File: config.mk
export PLATFORM = sky130hd
export DESIGN_NAME = solid_column_span_occlusion
export DESIGN_NICKNAME = d
export VERILOG_FILES = /design/src/rtl/core/scso_pkg.sv /design/src/rtl/core/scso_ctrl.sv /design/src/rtl/core/scso_dp.sv /design/src/rtl/core/solid_column_span_occlusion.sv
export SDC_FILE = /design/constraint.sdc
export NUM_CORES = 2
export LEC_CHECK = 0
export BUFFER_PORTS_ARGS = -buffer_cell sky130_fd_sc_hd__buf_2
export CAP_MARGIN = 20
export CORE_MARGIN = 2
export CORE_UTILIZATION = 40
export CTS_CLUSTER_SIZE = 28
export DETAILED_ROUTE_END_ITERATION = 6
export SYNTH_ARGS = -nofsm -noshare
export SYNTH_HDL_FRONTEND = slang
export SYNTH_HIERARCHICAL = 1
export SYNTH_SLANG_ARGS = --single-unit
export TNS_END_PERCENT = 50
File: constraint.sdc
create_clock -name clk -period 25 [get_ports clk]
set_clock_uncertainty 0.05 [all_clocks]
set_input_delay 5 -clock clk [delete_from_list [all_inputs] [get_ports clk]]
set_output_delay 5 -clock clk [all_outputs]
set_load 0.02 [all_outputs]
File: src/rtl/core/scso_pkg.sv
// Types and constants of the solid column span occlusion block.
// No dependencies; imported by every module of the block.
package scso_pkg;

  localparam int COL_W       = 16;
  localparam int FRAG_W      = 7;
  localparam int ENTRY_W     = 8;
  localparam int POS_W       = ENTRY_W + 1;
  localparam int IN_TDATA_W  = 40;
  localparam int OUT_TDATA_W = 16;

  localparam logic CMD_CLEAR = 1'b1;

  typedef logic signed [POS_W-1:0] pos_t;

  typedef enum logic [3:0] {
    ST_CLR0,
    ST_CLR1,
    ST_CLR2,
    ST_IDLE,
    ST_START,
    ST_LOOP,
    ST_NXT,
    ST_DECIDE,
    ST_EMIT,
    ST_MRG_A,
    ST_MRG_R,
    ST_MRG_W,
    ST_MRG_W2,
    ST_ADV,
    ST_FIN
  } state_t;

  typedef enum logic [3:0] {
    OP_NONE,
    OP_LOAD,
    OP_START,
    OP_NXT_CAP,
    OP_EMIT,
    OP_MRG_STOP,
    OP_MRG_RD,
    OP_MRG_PREV,
    OP_MRG_LO,
    OP_ADV,
    OP_FIN
  } dp_op_t;

  typedef enum logic [1:0] {
    RD_NEG1,
    RD_CUR,
    RD_NXT
  } rd_sel_t;

  typedef enum logic [2:0] {
    WR_CLR0,
    WR_CLR1,
    WR_CLR2,
    WR_STOP,
    WR_CUR,
    WR_LO,
    WR_PREV
  } wr_sel_t;

  typedef struct packed {
    dp_op_t  op;
    logic    rd_en;
    rd_sel_t rd_sel;
    logic    wr_en;
    wr_sel_t wr_sel;
  } dp_cmd_t;

  typedef struct packed {
    logic is_clear;
    logic seg_off;
    logic start_hidden;
    logic cur_end;
    logic hit;
    logic solid_run;
    logic seg_solid;
    logic nxt_past_hi;
    logic stop_lt_nxt;
    logic lo_gt_cur;
    logic pend_v;
    logic out_free;
  } dp_stat_t;

endpackage

File: src/rtl/core/scso_ctrl.sv
// Sequencer of the occlusion block: walks the run list and drives the datapath.
// Depends on scso_pkg for the state, command and status types.
module scso_ctrl import scso_pkg::*; (
  input  logic     clk,
  input  logic     rst_n,
  input  logic     in_tvalid,
  output logic     in_tready,
  input  dp_stat_t stat,
  output dp_cmd_t  cmd
);

  state_t state_r, state_nxt;
  logic   reply_r, reply_nxt;

  always_ff @(posedge clk) begin
    if (!rst_n) begin
      state_r <= ST_CLR0;
      reply_r <= 1'b0;
    end else begin
      state_r <= state_nxt;
      reply_r <= reply_nxt;
    end
  end

  always_comb begin
    state_nxt  = state_r;
    reply_nxt  = reply_r;
    in_tready  = 1'b0;
    cmd.op     = OP_NONE;
    cmd.rd_en  = 1'b0;
    cmd.rd_sel = RD_CUR;
    cmd.wr_en  = 1'b0;
    cmd.wr_sel = WR_CLR0;
    unique case (state_r)
      ST_CLR0: begin
        cmd.wr_en  = 1'b1;
        cmd.wr_sel = WR_CLR0;
        state_nxt  = ST_CLR1;
      end
      ST_CLR1: begin
        cmd.wr_en  = 1'b1;
        cmd.wr_sel = WR_CLR1;
        state_nxt  = ST_CLR2;
      end
      ST_CLR2: begin
        cmd.wr_en  = 1'b1;
        cmd.wr_sel = WR_CLR2;
        reply_nxt  = 1'b0;
        state_nxt  = reply_r ? ST_FIN : ST_IDLE;
      end
      ST_IDLE: begin
        in_tready = 1'b1;
        if (in_tvalid) begin
          cmd.op = OP_LOAD;
          if (stat.is_clear) begin
            reply_nxt = 1'b1;
            state_nxt = ST_CLR0;
          end else if (stat.seg_off) begin
            state_nxt = ST_FIN;
          end else begin
            cmd.rd_en  = 1'b1;
            cmd.rd_sel = RD_NEG1;
            state_nxt  = ST_START;
          end
        end
      end
      ST_START: begin
        if (stat.start_hidden) begin
          state_nxt = ST_FIN;
        end else begin
          cmd.op    = OP_START;
          state_nxt = ST_LOOP;
        end
      end
      ST_LOOP: begin
        if (stat.cur_end) begin
          state_nxt = ST_FIN;
        end else begin
          cmd.rd_en  = 1'b1;
          cmd.rd_sel = RD_CUR;
          state_nxt  = ST_NXT;
        end
      end
      ST_NXT: begin
        cmd.op    = OP_NXT_CAP;
        state_nxt = ST_DECIDE;
      end
      ST_DECIDE: begin
        if (stat.hit && !stat.solid_run) begin
          state_nxt = ST_EMIT;
        end else if (stat.nxt_past_hi) begin
          state_nxt = ST_FIN;
        end else begin
          cmd.op    = OP_ADV;
          state_nxt = ST_LOOP;
        end
      end
      ST_EMIT: begin
        if (!stat.pend_v || stat.out_free) begin
          cmd.op    = OP_EMIT;
          state_nxt = stat.seg_solid ? ST_MRG_A : ST_ADV;
        end
      end
      ST_MRG_A: begin
        if (stat.stop_lt_nxt) begin
          cmd.op     = OP_MRG_STOP;
          cmd.wr_en  = 1'b1;
          cmd.wr_sel = WR_STOP;
          state_nxt  = ST_MRG_W;
        end else begin
          cmd.rd_en  = 1'b1;
          cmd.rd_sel = RD_NXT;
          state_nxt  = ST_MRG_R;
        end
      end
      ST_MRG_R: begin
        cmd.op    = OP_MRG_RD;
        state_nxt = ST_MRG_W;
      end
      ST_MRG_W: begin
        cmd.wr_en = 1'b1;
        if (stat.lo_gt_cur) begin
          cmd.wr_sel = WR_CUR;
          state_nxt  = ST_MRG_W2;
        end else begin
          cmd.wr_sel = WR_PREV;
          cmd.op     = OP_MRG_PREV;
          state_nxt  = ST_ADV;
        end
      end
      ST_MRG_W2: begin
        cmd.wr_en  = 1'b1;
        cmd.wr_sel = WR_LO;
        cmd.op     = OP_MRG_LO;
        state_nxt  = ST_ADV;
      end
      ST_ADV: begin
        if (stat.nxt_past_hi) begin
          state_nxt = ST_FIN;
        end else begin
          cmd.op    = OP_ADV;
          state_nxt = ST_LOOP;
        end
      end
      ST_FIN: begin
        if (stat.out_free) begin
          cmd.op    = OP_FIN;
          state_nxt = ST_IDLE;
        end
      end
      default: begin
        state_nxt = ST_IDLE;
      end
    endcase
  end

endmodule

File: src/rtl/core/scso_dp.sv
// Datapath of the occlusion block: run map memory, walk registers, result staging.
// Depends on scso_pkg; commanded by scso_ctrl.
module scso_dp import scso_pkg::*; #(
  parameter int SCREEN_WIDTH = 128
) (
  input  logic                   clk,
  input  logic                   rst_n,
  input  logic                   in_tuser,
  input  logic [IN_TDATA_W-1:0]  in_tdata,
  input  logic                   out_tready,
  output logic                   out_tvalid,
  output logic [OUT_TDATA_W-1:0] out_tdata,
  output logic                   out_tuser,
  output logic                   out_tlast,
  input  dp_cmd_t                cmd,
  output dp_stat_t               stat
);

  localparam int DEPTH = SCREEN_WIDTH + 2;
  localparam int AW    = $clog2(DEPTH);
  localparam pos_t LEFT_EDGE  = pos_t'(-1);
  localparam pos_t RIGHT_EDGE = pos_t'(SCREEN_WIDTH);
  localparam pos_t PAST_EDGE  = pos_t'(SCREEN_WIDTH + 1);
  localparam pos_t LAST_COL   = pos_t'(SCREEN_WIDTH - 1);
  localparam logic signed [COL_W-1:0] LAST_COL_IN = COL_W'(SCREEN_WIDTH - 1);

  logic signed [COL_W-1:0] col_a, col_b, col_lo, col_hi;
  pos_t clip_lo, clip_hi;
  logic is_solid;

  pos_t lo_r, hi_r, stop_r, prev_r, cur_r, nxt_r, mrg_r;
  pos_t lo_nxt, hi_nxt, stop_nxt, prev_nxt, cur_nxt, nxt_nxt, mrg_nxt;
  logic solid_r, solid_nxt, seg_solid_r, seg_solid_nxt;
  logic pend_v_r, pend_v_nxt;
  logic [FRAG_W-1:0] pend_first_r, pend_first_nxt, pend_last_r, pend_last_nxt;
  logic out_valid_r, out_valid_nxt, out_has_r, out_has_nxt, out_end_r, out_end_nxt;
  logic [FRAG_W-1:0] out_first_r, out_first_nxt, out_last_r, out_last_nxt;

  logic [ENTRY_W-1:0] mem_r [DEPTH];
  logic [ENTRY_W-1:0] mem_q_r;
  logic rd_oob_r;
  pos_t rd_val, rd_pos, wr_pos, wr_val, rd_idx, wr_idx, frag_end;
  logic rd_in, wr_in;
  logic [AW-1:0] rd_addr, wr_addr;
  logic out_free;

  assign col_a    = $signed(in_tdata[COL_W-1:0]);
  assign col_b    = $signed(in_tdata[2*COL_W-1:COL_W]);
  assign is_solid = in_tdata[2*COL_W];
  assign col_lo   = (col_b < col_a) ? col_b : col_a;
  assign col_hi   = (col_b < col_a) ? col_a : col_b;
  assign clip_lo  = col_lo[COL_W-1] ? pos_t'(0) : pos_t'(col_lo[POS_W-1:0]);
  assign clip_hi  = (col_hi > LAST_COL_IN) ? LAST_COL : pos_t'(col_hi[POS_W-1:0]);

  always_comb begin
    unique case (cmd.rd_sel)
      RD_NEG1: rd_pos = LEFT_EDGE;
      RD_CUR:  rd_pos = cur_r;
      RD_NXT:  rd_pos = nxt_r;
      default: rd_pos = LEFT_EDGE;
    endcase
  end

  always_comb begin
    unique case (cmd.wr_sel)
      WR_CLR0: begin
        wr_pos = LEFT_EDGE;
        wr_val = pos_t'(0);
      end
      WR_CLR1: begin
        wr_pos = pos_t'(0);
        wr_val = RIGHT_EDGE;
      end
      WR_CLR2: begin
        wr_pos = RIGHT_EDGE;
        wr_val = PAST_EDGE;
      end
      WR_STOP: begin
        wr_pos = stop_r;
        wr_val = nxt_r;
      end
      WR_CUR: begin
        wr_pos = cur_r;
        wr_val = lo_r;
      end
      WR_LO: begin
        wr_pos = lo_r;
        wr_val = mrg_r;
      end
      WR_PREV: begin
        wr_pos = prev_r;
        wr_val = mrg_r;
      end
      default: begin
        wr_pos = LEFT_EDGE;
        wr_val = pos_t'(0);
      end
    endcase
  end

  assign rd_idx  = rd_pos + pos_t'(1);
  assign wr_idx  = wr_pos + pos_t'(1);
  assign rd_in   = (rd_pos >= LEFT_EDGE) && (rd_pos <= RIGHT_EDGE);
  assign wr_in   = (wr_pos >= LEFT_EDGE) && (wr_pos <= RIGHT_EDGE);
  assign rd_addr = rd_in ? rd_idx[AW-1:0] : '0;
  assign wr_addr = wr_idx[AW-1:0];

  always_ff @(posedge clk) begin
    if (cmd.wr_en && wr_in) begin
      mem_r[wr_addr] <= wr_val[ENTRY_W-1:0];
    end
  end

  always_ff @(posedge clk) begin
    if (cmd.rd_en) begin
      mem_q_r  <= mem_r[rd_addr];
      rd_oob_r <= !rd_in;
    end
  end

  // Positions outside the map read as the end of the walk.
  assign rd_val   = rd_oob_r ? PAST_EDGE : pos_t'({1'b0, mem_q_r});
  assign frag_end = ((stop_r < nxt_r) ? stop_r : nxt_r) - pos_t'(1);
  assign out_free = !out_valid_r || out_tready;

  always_comb begin
    lo_nxt         = lo_r;
    hi_nxt         = hi_r;
    stop_nxt       = stop_r;
    prev_nxt       = prev_r;
    cur_nxt        = cur_r;
    nxt_nxt        = nxt_r;
    mrg_nxt        = mrg_r;
    solid_nxt      = solid_r;
    seg_solid_nxt  = seg_solid_r;
    pend_v_nxt     = pend_v_r;
    pend_first_nxt = pend_first_r;
    pend_last_nxt  = pend_last_r;
    out_valid_nxt  = out_valid_r && !out_tready;
    out_first_nxt  = out_first_r;
    out_last_nxt   = out_last_r;
    out_has_nxt    = out_has_r;
    out_end_nxt    = out_end_r;
    unique case (cmd.op)
      OP_NONE: begin
      end
      OP_LOAD: begin
        lo_nxt        = clip_lo;
        hi_nxt        = clip_hi;
        stop_nxt      = clip_hi + pos_t'(1);
        prev_nxt      = LEFT_EDGE;
        solid_nxt     = 1'b0;
        seg_solid_nxt = is_solid;
        pend_v_nxt    = 1'b0;
      end
      OP_START: begin
        cur_nxt = rd_val;
        if (lo_r < rd_val) begin
          lo_nxt = rd_val;
        end
      end
      OP_NXT_CAP: begin
        nxt_nxt = rd_val;
      end
      OP_EMIT: begin
        if (pend_v_r) begin
          out_valid_nxt = 1'b1;
          out_first_nxt = pend_first_r;
          out_last_nxt  = pend_last_r;
          out_has_nxt   = 1'b1;
          out_end_nxt   = 1'b0;
        end
        pend_v_nxt     = 1'b1;
        pend_first_nxt = lo_r[FRAG_W-1:0];
        pend_last_nxt  = frag_end[FRAG_W-1:0];
      end
      OP_MRG_STOP: begin
        mrg_nxt = stop_r;
      end
      OP_MRG_RD: begin
        mrg_nxt = rd_val;
      end
      OP_MRG_PREV: begin
        cur_nxt   = prev_r;
        lo_nxt    = mrg_r;
        nxt_nxt   = mrg_r;
        solid_nxt = 1'b1;
      end
      OP_MRG_LO: begin
        cur_nxt   = lo_r;
        lo_nxt    = mrg_r;
        nxt_nxt   = mrg_r;
        solid_nxt = 1'b1;
      end
      OP_ADV: begin
        if (lo_r < nxt_r) begin
          lo_nxt = nxt_r;
        end
        prev_nxt  = cur_r;
        cur_nxt   = nxt_r;
        solid_nxt = !solid_r;
      end
      OP_FIN: begin
        out_valid_nxt = 1'b1;
        out_first_nxt = pend_v_r ? pend_first_r : '0;
        out_last_nxt  = pend_v_r ? pend_last_r : '0;
        out_has_nxt   = pend_v_r;
        out_end_nxt   = 1'b1;
        pend_v_nxt    = 1'b0;
      end
      default: begin
      end
    endcase
  end

  always_ff @(posedge clk) begin
    if (!rst_n) begin
      pend_v_r    <= 1'b0;
      out_valid_r <= 1'b0;
    end else begin
      pend_v_r    <= pend_v_nxt;
      out_valid_r <= out_valid_nxt;
    end
  end

  always_ff @(posedge clk) begin
    lo_r         <= lo_nxt;
    hi_r         <= hi_nxt;
    stop_r       <= stop_nxt;
    prev_r       <= prev_nxt;
    cur_r        <= cur_nxt;
    nxt_r        <= nxt_nxt;
    mrg_r        <= mrg_nxt;
    solid_r      <= solid_nxt;
    seg_solid_r  <= seg_solid_nxt;
    pend_first_r <= pend_first_nxt;
    pend_last_r  <= pend_last_nxt;
    out_first_r  <= out_first_nxt;
    out_last_r   <= out_last_nxt;
    out_has_r    <= out_has_nxt;
    out_end_r    <= out_end_nxt;
  end

  assign stat.is_clear     = (in_tuser == CMD_CLEAR);
  assign stat.seg_off      = col_hi[COL_W-1] || (col_lo > LAST_COL_IN);
  assign stat.start_hidden = rd_val > hi_r;
  assign stat.cur_end      = cur_r > RIGHT_EDGE;
  assign stat.hit          = lo_r < nxt_r;
  assign stat.solid_run    = solid_r;
  assign stat.seg_solid    = seg_solid_r;
  assign stat.nxt_past_hi  = hi_r < nxt_r;
  assign stat.stop_lt_nxt  = stop_r < nxt_r;
  assign stat.lo_gt_cur    = lo_r > cur_r;
  assign stat.pend_v       = pend_v_r;
  assign stat.out_free     = out_free;

  assign out_tvalid = out_valid_r;
  assign out_tdata  = {{(OUT_TDATA_W - 2*FRAG_W){1'b0}}, out_last_r, out_first_r};
  assign out_tuser  = out_has_r;
  assign out_tlast  = out_end_r;

endmodule

File: src/rtl/core/solid_column_span_occlusion.sv
// Solid column span occlusion map. After reset the block writes the screen borders into
// its run map in states ST_CLR0 to ST_CLR2 and only then raises in_tready. A segment is
// processed one item at a time by walking the run list from the left border: each run
// visited passes ST_LOOP, ST_NXT and ST_DECIDE, as the run memory has a registered read;
// a visible fragment adds ST_EMIT and ST_ADV, and the merge states ST_MRG_A to ST_MRG_W2
// when a solid segment merges it into the map. A clear command rewrites the borders; it
// and an off-screen segment end in ST_FIN. Each command ends with a result whose tlast is
// set; the result register lets the next command start while the last result waits.
// Depends on scso_pkg, scso_ctrl and scso_dp.
module solid_column_span_occlusion import scso_pkg::*; #(
  parameter int SCREEN_WIDTH = 128
) (
  input  logic                   clk,
  input  logic                   rst_n,
  input  logic                   in_tvalid,
  output logic                   in_tready,
  input  logic [IN_TDATA_W-1:0]  in_tdata,   // first_column, last_column, is_solid, zero pad
  input  logic                   in_tuser,   // command
  output logic                   out_tvalid,
  input  logic                   out_tready,
  output logic [OUT_TDATA_W-1:0] out_tdata,  // fragment_first, fragment_last, zero pad
  output logic                   out_tuser,  // has_fragment
  output logic                   out_tlast   // last_of_run
);

  dp_cmd_t  cmd;
  dp_stat_t stat;

  scso_ctrl u_ctrl (
    .clk       (clk),
    .rst_n     (rst_n),
    .in_tvalid (in_tvalid),
    .in_tready (in_tready),
    .stat      (stat),
    .cmd       (cmd)
  );

  scso_dp #(
    .SCREEN_WIDTH (SCREEN_WIDTH)
  ) u_dp (
    .clk        (clk),
    .rst_n      (rst_n),
    .in_tuser   (in_tuser),
    .in_tdata   (in_tdata),
    .out_tready (out_tready),
    .out_tvalid (out_tvalid),
    .out_tdata  (out_tdata),
    .out_tuser  (out_tuser),
    .out_tlast  (out_tlast),
    .cmd        (cmd),
    .stat       (stat)
  );

endmodule

==> reports/qor.yml <==
power:
  p_sw_share_pct: 26.00
  power_frac_comb_pct: 12.5
  power.switching_mw: 1.176
  p_int_mw: 3.345
  ir_worst_vdd_mv: 0.05602
  p_per_area_nw_per_um2: 81.09
  p_leak_nw: 17.42
  seq_power_share_pct: 48.1
  p_clk_share_pct: 39.3
global_routing:
  grt-ovfl-total: 0
  grt_pass1_wl_um: 220000
  grt_pass1_vias: 31920
  antenna_found_initial: 1
  grt.total_usage_pct: 23.60
  grt_max_degree: 91
setup_path:
  cp.required_ps: 25390
  cp_slowest_stage_delay_ps: 590
  crit_path_end_kind: "flop"
  crit_path_frequent_cell: "buf_4"
  crit_fanout: 69
  cpMaxStageDelayCell: "a21oi_4"
  critPathKind: "input pin to flop"
  worstPathArrival_ps: 15570
  crit_path_start_kind: "input pin"
yosys:
  synth_top_family_by_area: "compound AO/OA/AOI/OAI gates"
  synth_edf_count: 1144
  synth-simple-area-share_pct: 9.277
  synth-seq-cells: 1151
  synthAdderAreaFrac_pct: 1.809
  synthesis.area_um2: 49650
  synth_area_per_cell_um2: 13.29
  synth_compound_area_share_pct: 13.94
  synth_ff_type: "edfxtp_1"
  syn_inst: 3735
  synth-seq-area-share_pct: 69.48
  ys_types: 100
  synth.area.mux_share_pct: 2.298
  yosys_warnings: 6
  async_flop_share_pct: 0
  synth_xor_area_share_pct: 0.4385
job:
  drv_cap: 0
min_path:
  hp-class: "flop to flop"
route:
  drt_wl_total_um: 152400
  vias: 33320
  drc: 9
  drt_first_pass_iters: 7
  drt_iter0_drc: 4144
  wire_per_inst_um: 27.72
  ant_nets: 0
  avgViaCountPerCell: 6.061
placement:
  pre_cts_ws_ps: 9304
  routabilityCongestion: 0.8931
  port_buffers: 55
  dpl.hpwl_um: 94100
sta:
  fin_crit_ps: 15180
  rsz0062_at_grt: "no"
  maxSlewViolCount: 0
  tns_ps: 0
  post-route-period-util_pct: 60.72
  timing.final.ws_setup_ps: 9819
  worstMarginPinSlew_ps: 1258
  slew-limit-headroom_pct: 15.89
  max_freq_mhz: 65.87
  hold_viol: 0
  setup_viol: 0
floorplan:
  die_area_um2: 127000
  core_um2: 123500
  ios: 65
  num_rows: 129
  die_w_um: 356.3
  floorplan.initialDensity_pct: 40.21
  die_height_um: 356.3
clock_tree:
  post-cts-setup-buffer-count: 0
  cts_tree: "done"
  numCtsBuffers: 116
  cts-resized-gates: 0
  worstSkewPairLatency_ps: 710
  htreeDepth: 3
  cts_root_buf: "clkbuf_16"
  clk_path_buf_depth: 3
  cts.clk_slew.worst_paths_ps: 60
  cts.hold.buffers_added: 0
  clock-sinks: 1151
final_layout:
  fin_nets: 3878
  syn_to_final_growth_pct: 12.30
  layout-drive-gt1-share_pct: 10.57
  antenna_cells: 0
  fill_cells: 10940
status:
  status: "complete, but fails checks"
  violations: "DRC"
-- cell usage after synthesis, drive strengths merged (9+ instances only) --
master / count / area share, %
a2111oi: 11 / 0.26
a211o: 9 / 0.16
a211oi: 30 / 0.48
a21o: 16 / 0.24
a21oi: 223 / 2.3
a221oi: 26 / 0.66
a222oi: 17 / 0.34
a22o: 12 / 0.21
a22oi: 22 / 0.33
a31oi: 57 / 0.72
a32oi: 9 / 0.16
and2: 11 / 0.14
and3: 16 / 0.20
buf: 118 / 1.3
clkbuf: 120 / 0.91
edfxtp: 1144 / 69
ha: 71 / 1.8
inv: 75 / 0.57
mux2i: 96 / 1.9
nand2: 401 / 3.1
nand2b: 29 / 0.37
nand3: 45 / 0.45
nand4: 12 / 0.15
nor2: 375 / 2.9
nor2b: 36 / 0.45
nor3: 69 / 0.70
nor4: 21 / 0.31
o2111ai: 19 / 0.37
o211ai: 33 / 0.52
o21a: 18 / 0.27
o21ai: 175 / 1.8
o221ai: 68 / 1.2
o22ai: 161 / 2.0
o2bb2ai: 26 / 0.46
o31ai: 9 / 0.14
or2: 10 / 0.13
xnor2: 16 / 0.28
-- through the flow --
step	instances	hold slack, ps	total power [mW]	instance area [um^2]	utilization, %
6_report	5498	477.4	4.521	55760	45.16
4_1_cts	5497	483.6	4.531	55740	45.15
3_3_place_gp	5280	462.7	2.765	51870	42.01
2_1_floorplan	3736	424.8	2.545	49650	-
3_5_place_dp	5280	469.8	2.771	51870	42.01
5_1_grt	5498	491.1	4.648	55760	45.16
-- registers in the layout, indices dropped and copies added, names as in the netlist, 4 cells and up --
| name | flops |
|---|---|
| u_dp/mem_r | 1040 |
| u_dp/mrg_r | 9 |
| u_dp/out_first_r | 7 |
| u_dp/stop_r | 9 |
| u_dp/pend_first_r | 7 |
| u_dp/pend_last_r | 7 |
| u_dp/prev_r | 9 |
| u_dp/out_last_r | 7 |
| u_dp/mem_q_r | 8 |
| u_dp/lo_r | 9 |
| u_dp/hi_r | 9 |
| u_ctrl/state_r | 4 |
| u_dp/nxt_r | 9 |
| u_dp/cur_r | 9 |
-- cell families (layout without fill, tap and decap cells) --
family | count (synthesis) | after routing
compound gates | 1012 | 1012
buf+inv | 315 | 440
xor+xnor | 24 | 24
fa+ha+maj | 72 | 72
mux | 107 | 107
flops | 1151 | 1151
simple gates | 1053 | 1053
other cells | 1 | 2
-- final cells by class --
| type | count | area, um^2 | share of cell area, % |
|---|---|---|---|
| Sequential cell | 1151 | 34490 | 61.86 |
| Multi-Input combinational cell | 2270 | 14070 | 25.23 |
| Clock buffer | 137 | 3024 | 5.424 |
| Tap cell | 1637 | 2048 | 3.674 |
| Timing Repair Buffer | 146 | 974.7 | 1.748 |
| Clock inverter | 80 | 853.3 | 1.530 |
| Inverter | 77 | 296.5 | 0.5318 |
-- power by group through the flow --
stage | combinational, mW | clock, mW | sequential, mW
5_1_grt | 0.598 | 1.87 | 2.18
3_5_place_dp | 0.554 | 0 | 2.22
6_report | 0.567 | 1.78 | 2.18
3_3_place_gp | 0.549 | 0 | 2.22
2_1_floorplan | 0.327 | 0 | 2.22
4_1_cts | 0.556 | 1.80 | 2.18
-- worst max-delay path, delay by kind of cell --
family	cells	cell delay [ps]
buffers and inverters	10	3270
adders and majority gates	3	1190
muxes	1	280
AOI/OAI and AO/OA	12	4060
and+or+nand+nor	7	1580
-- path summary, 6_finish.rpt --
| check | slack, ps | cells after the start | endpoint | start |
|---|---|---|---|---|
| setup / recovery | 9820 | 33 | u_dp/mem_q_r[7]$_DFFE_PP_ | in_tdata[7] |
| hold / removal | 480 | 1 | u_dp/out_first_r[5]$_DFFE_PP_ | u_dp/pend_first_r[5]$_DFFE_PP_ |
| setup reg to reg | 13980 | 36 | u_dp/mem_q_r[7]$_DFFE_PP_ | u_dp/nxt_r[1]$_DFFE_PP_ |
| hold reg to reg | 480 | 1 | u_dp/out_first_r[5]$_DFFE_PP_ | u_dp/pend_first_r[5]$_DFFE_PP_ |
-- metal layers --
metal	global-route usage (%)	share of wire [%]
met1	31.84	40
met2	37.30	46
met3	5.043	9.9
met4	9.401	4.0
met5	0	0
-- placed cells by master (no fill, tap or decap), types with 27 or more instances in the layout --
| cell | Yosys | layout |
|---|---|---|
| nand3_1 | 45 | 45 |
| clkbuf_16 | 0 | 118 |
| nand2_1 | 399 | 395 |
| a211oi_1 | 29 | 27 |
| buf_4 | 19 | 89 |
| nor2b_1 | 36 | 36 |
| edfxtp_1 | 1144 | 1144 |
| a21oi_1 | 221 | 220 |
| ha_1 | 71 | 70 |
| o21ai_0 | 164 | 163 |
| nor2_1 | 369 | 367 |
| inv_1 | 73 | 73 |
| mux2i_1 | 96 | 95 |
| a31oi_1 | 57 | 56 |
| clkinv_1 | 2 | 30 |
| nor3_1 | 69 | 67 |
| o22ai_1 | 161 | 157 |
| o211ai_1 | 31 | 31 |
| o221ai_1 | 68 | 68 |
| nand2b_1 | 29 | 29 |
| buf_2 | 64 | 55 |
Note: power is estimated with default switching activity, not from simulation.
